## config.mk

```make
export PLATFORM = sky130hd
export DESIGN_NAME = rbst_resolve
export DESIGN_NICKNAME = d
export VERILOG_FILES = /design/src/design/rbst_pkg.sv /design/src/design/rbst_resolve.sv
export SDC_FILE = /design/constraint.sdc
export NUM_CORES = 1
export LEC_CHECK = 0
export BUFFER_PORTS_ARGS = -buffer_cell sky130_fd_sc_hd__buf_2
export CAP_MARGIN = 10
export CORE_AREA = 2 2 335 337
export DETAILED_ROUTE_END_ITERATION = 8
export DIE_AREA = 0 0 337 339
export GPL_TIMING_DRIVEN = 0
export SETUP_SLACK_MARGIN = 0.5
export SYNTH_ARGS = -nofsm -noshare
export SYNTH_HDL_FRONTEND = slang
export SYNTH_SLANG_ARGS = --single-unit
```

## constraint.sdc

```tcl
create_clock -name clk -period 30.9 [get_ports clk]
set_clock_uncertainty 0.05 [all_clocks]
set_input_delay 4.635 -clock clk [delete_from_list [all_inputs] [get_ports clk]]
set_output_delay 4.635 -clock clk [all_outputs]
set_load 0.02 [all_outputs]
```

## src/design/rbst_pkg.sv

```systemverilog
// Shared types and constants for the ray/box slab test pipeline.
package rbst_pkg;

  localparam int NumAxes  = 3;
  localparam int NumLanes = 6;   // lanes 0..2 lower corner, 3..5 upper corner
  localparam int QBits    = 32;
  localparam int DivSteps = 32;  // one quotient bit per stage
  localparam int CoordW   = 32;
  localparam int DiffW    = 33;
  localparam int WideW    = 34;  // room for the unbounded slab marks

  localparam logic [2:0] RegOriginX = 3'd0;
  localparam logic [2:0] RegOriginY = 3'd1;
  localparam logic [2:0] RegOriginZ = 3'd2;
  localparam logic [2:0] RegDirX    = 3'd3;
  localparam logic [2:0] RegDirY    = 3'd4;
  localparam logic [2:0] RegDirZ    = 3'd5;
  localparam logic [2:0] RegTLow    = 3'd6;
  localparam logic [2:0] RegTHigh   = 3'd7;

  localparam logic signed [WideW-1:0] PosUnbounded = 34'sh1_0000_0000;
  localparam logic signed [WideW-1:0] NegUnbounded = -34'sh1_0000_0000;
  localparam logic signed [WideW-1:0] QMax         = 34'sh0_7FFF_FFFF;
  localparam logic signed [WideW-1:0] QMin         = -34'sh0_8000_0000;

  // Ray setup as seen by the datapath
  typedef struct packed {
    logic [NumAxes-1:0][CoordW-1:0] org;
    logic [NumAxes-1:0][CoordW-1:0] dmag;  // |direction|
    logic [NumAxes-1:0]             dneg;
    logic [NumAxes-1:0]             dzero;
    logic [CoordW-1:0]              t_low;
    logic [CoordW-1:0]              t_high;
  } cfg_t;

  // One slab distance in flight through the divider
  typedef struct packed {
    logic              neg;    // sign of the quotient
    logic              dzero;  // direction component is zero
    logic              ovf;    // magnitude is at least 2^32
    logic [QBits-1:0]  rem;
    logic [QBits-1:0]  num;    // dividend bits not yet consumed
    logic [QBits-1:0]  q;
  } lane_t;

  typedef struct packed {
    logic                       valid;
    logic                       miss;
    logic [NumLanes-1:0][$bits(lane_t)-1:0] lane;
  } item_t;

endpackage

```

## src/design/rbst_resolve.sv

```systemverilog
// Back stages: saturate quotients, entry/exit reduction, hit decision.
module rbst_resolve (
  input  logic            clk,
  input  logic            rst,
  input  logic            en,
  input  rbst_pkg::cfg_t  cfg,
  input  rbst_pkg::item_t d_in,
  output logic            out_valid,
  output logic            hit
);
  import rbst_pkg::*;

  logic                                    f1_valid, f1_miss;
  logic signed [NumAxes-1:0][WideW-1:0]    f1_near, f1_far;
  logic signed [NumAxes-1:0][WideW-1:0]    near_next, far_next;
  logic                                    f2_valid, f2_miss;
  logic signed [WideW-1:0]                 f2_entry, f2_exit;
  logic signed [WideW-1:0]                 entry_next, exit_next;
  logic                                    hit_next;

  // stage F1: signed, saturated slab distances, ordered near/far
  always_comb begin
    lane_t                   ln;
    logic signed [WideW-1:0] v [NumLanes];
    for (int j = 0; j < NumLanes; j++) begin
      ln = d_in.lane[j];
      if (!ln.neg) begin
        v[j] = (ln.ovf || ln.q[QBits-1]) ? QMax : $signed({2'b00, ln.q});
      end else begin
        v[j] = (ln.ovf || ln.q > 32'h8000_0000) ? QMin : -$signed({2'b00, ln.q});
      end
    end
    for (int a = 0; a < NumAxes; a++) begin
      if (cfg.dzero[a]) begin
        near_next[a] = NegUnbounded;
        far_next[a]  = PosUnbounded;
      end else if (cfg.dneg[a]) begin
        near_next[a] = v[a+NumAxes];
        far_next[a]  = v[a];
      end else begin
        near_next[a] = v[a];
        far_next[a]  = v[a+NumAxes];
      end
    end
  end

  always_ff @(posedge clk) begin
    if (rst) begin
      f1_valid <= 1'b0;
    end else if (en) begin
      f1_valid <= d_in.valid;
      f1_miss  <= d_in.miss;
      f1_near  <= near_next;
      f1_far   <= far_next;
    end
  end

  // stage F2: entry is the largest near, exit the smallest far
  // (elements of a packed array read back unsigned, so compare them as signed)
  always_comb begin
    entry_next = $signed(f1_near[0]);
    exit_next  = $signed(f1_far[0]);
    for (int a = 1; a < NumAxes; a++) begin
      if ($signed(f1_near[a]) > entry_next) entry_next = $signed(f1_near[a]);
      if ($signed(f1_far[a]) < exit_next)   exit_next  = $signed(f1_far[a]);
    end
  end

  always_ff @(posedge clk) begin
    if (rst) begin
      f2_valid <= 1'b0;
    end else if (en) begin
      f2_valid <= f1_valid;
      f2_miss  <= f1_miss;
      f2_entry <= entry_next;
      f2_exit  <= exit_next;
    end
  end

  // stage F3: interval checks, output register
  assign hit_next = !f2_miss && (f2_entry < f2_exit) &&
                    (f2_entry <= $signed({{2{cfg.t_high[31]}}, cfg.t_high})) &&
                    (f2_exit  >= $signed({{2{cfg.t_low[31]}}, cfg.t_low}));

  always_ff @(posedge clk) begin
    if (rst) begin
      out_valid <= 1'b0;
    end else if (en) begin
      out_valid <= f2_valid;
      hit       <= hit_next;
    end
  end
endmodule

```

==> metrics.txt <==
global-route wire length before repair 149000 um; NetSw 0.484 mW; share of cells above drive strength 1 12.1%; htree depth 1; Top-Level Pins 863; DR WL/cell 22.0 um; GR peak layer met2; Power per Cell Area 45.8 nW/um^2; root buffer cell clkbuf_16; Final min period 9.19 ns; CTS Buffer Depth 3; Multi-input gate area 14600 sq um; # fillers 11900; Final Cycle Share 29.7%; FF/Latch Area 8320 sq um; post-route ant nets 0; Critical Path Sink Type flip-flop; M3 GR Usage 4.67%; Critical Path AT 9.55 ns; Cell Int Power 0.844 mW; Seq cells post-synth 278; total power 1.33 mW; final worst slack 21.71 ns; Worst Hold Class reg -> reg; net count after synthesis 3962; RSZ-0062 raised after global routing no; all-layer global routing usage 17.5%; sequential-to-total area share from yosys stat 33.9%; GRT overflow 0; Cell Rows 122; DRT Pass-1 Iters 7; Yosys warning total 0; Req. time, crit path 31.25 ns; Routed WL 103000 um; GPL Wtd Cong 0.959; Post-Place Setup Slack 21.20 ns; die width 337 um; DR iter-0 viols 2805; f_max 109 MHz; post-DP HPWL 87900 um; die extent in y 339 um; die area 114000 sq um; Yosys cell types 80; grt met2 use 25.6%; max-cap viol count 0; worst-margin pin slew 1.22 ns; VDD IR max 0.0000384 V; Clk pwr share 27.3%; CP startpoint kind input pin; antenna violations before repair 61; relative slew slack 17.5%; CP Max Fanout 10; I/O Buffers 270; Initial Util 22.2%; largest net degree at the start of global routing 38; Syn Area/Cell 8.59 sq um; Clock Latency Late Sink 0.61 ns; hold buffer count at CTS 0; TNS Setup 0 ns; LEAKAGE 11.8 nW; Post-CTS Setup Inserts 0; ys async rst share 0%; outcome finished, final reports clean; TritonCTS Buffers 30; Post-synth EDFFs 275; Synth Instances 2860; CTS clk-pin slew, worst paths 0.06 ns; Core Footprint 110000 sq um; commonest cells after routing, fill and taps aside nor2_1, buf_2, edfxtp_1; detailed-route DRC error count 0; CTS tree yes; Top FF cell, synth edfxtp_1; most common cell after layout, fill and taps aside nor2_1; largest cells by area after synthesis edfxtp_1, ha_1, mux2i_1, a21oi_1, nor2_1; post-synth top area share 33.6%; # nets final 4273; CTS resizes 0; setup violators final 0; sw frac 36.5%; combinational share of power 35.2%; vias per inst 5.18; vias post-DR 24300; sequential share of power 37.5%; WS Path Type in -> reg; CTS Sinks 278; vias in the first global route 22300; area grow syn2layout 18.2%; routing usage on met1 24.7%; Fin. Hold Viols 0; Final Slew Violations 0; area leader, netlist edfxtp_1; mapped cell area 24600 sq um
==> layout make-up <==
cell class                      count  share of cell area (%)
Multi-Input combinational cell   2167                    50.5
Sequential cell                   278                    28.7
Tap cell                         1488                    6.41
Timing Repair Buffer              279                    5.33
Inverter                          279                    3.61
Clock buffer                       33                    2.63
Buffer                            136                    1.90
Clock inverter                     20                   0.819
Antenna cell                       21                   0.181
==> per-stage QoR <==
step,instance area [sq um],utilization (%),instances,hold slack (ns)
global route,29000,26.3,4691,0.395
detailed placement,28000,25.3,4627,0.375
floorplan,24600,-,2860,0.350
CTS,29000,26.2,4680,0.390
global placement,27800,25.2,4618,0.364
finish,29000,26.3,4701,0.387
==> registers in the layout, summed over array words and instances (netlist names) <==
register	flops
f1_valid	1
f2_miss	1
f1_far	102
f2_entry	34
f1_near	102
f2_valid	1
hit	1
f2_exit	34
f1_miss	1
out_valid	1
==> path summary, 6_finish.rpt <==
| path | startpoint | to | slack (ns) | cells after the start |
|---|---|---|---|---|
| max reg2reg | f1_far[67] | f2_exit[6] | 23.45 | 20 |
| min | f1_miss | f2_miss | 0.39 | 0 |
| min reg2reg | f1_miss | f2_miss | 0.39 | 0 |
| max | d_in[495] | f1_far[92] | 21.71 | 13 |
==> per-layer routing <==
layer / share of wire [%] / routed length, um
met2: 41 / 42200
met4: 3.5 / 3580
met3: 10 / 10400
met1: 45 / 47100
met5: 0.26 / 274
==> power groups by stage <==
stage                     sequential (mW)  combinational [mW]  clock, mW
after global routing                0.500               0.515      0.381
after detailed placement            0.506               0.456          0
after floorplan                     0.491               0.293          0
after CTS                           0.498               0.459      0.367
after global placement              0.516               0.446          0
final                               0.498               0.468      0.362
==> cell usage after synthesis, drive strengths merged (16+ instances only) <==
master	n
nor3	89
nor3b	21
nor4	31
a211oi	71
clkbuf	119
nor2	328
buf	16
o21ai	163
o311ai	40
a21o	76
nand2b	24
nand3	28
nand2	157
mux2i	159
a21oi	250
o22ai	67
nand4	55
o31ai	28
or2	19
ha	241
inv	274
edfxtp	275
or3	47
a31oi	44
nor2b	29
or4	16
==> worst max-delay path, cell delays in order <==
cell and delay [ns]:
buf_2 0.13, inv_1 0.05, ha_1 0.18, or3b_2 0.50
nor3_1 0.47, and4_1 0.34, nand4_1 0.20, o41ai_1 0.88
nand2_2 0.29, clkbuf_1 0.31, o311ai_0 1.05, mux2i_1 0.18
nor2_1 0.32
==> cells by family (layout without fill, tap and decap cells) <==
| group | Yosys count | in the layout | share of synthesized area [%] |
|---|---|---|---|
| AO/OA/AOI/OAI | 860 | 860 | 22.3 |
| adder cells (fa/ha/maj) | 241 | 241 | 12.3 |
| multiplexers | 173 | 173 | 7.12 |
| XOR/XNOR | 4 | 4 | 0.143 |
| other | 0 | 21 | 0 |
| AND/OR/NAND/NOR | 889 | 889 | 17.7 |
| flip-flops | 278 | 278 | 33.9 |
| buffers and inverters | 415 | 747 | 6.51 |
Note: power is estimated with default switching activity, not from simulation.
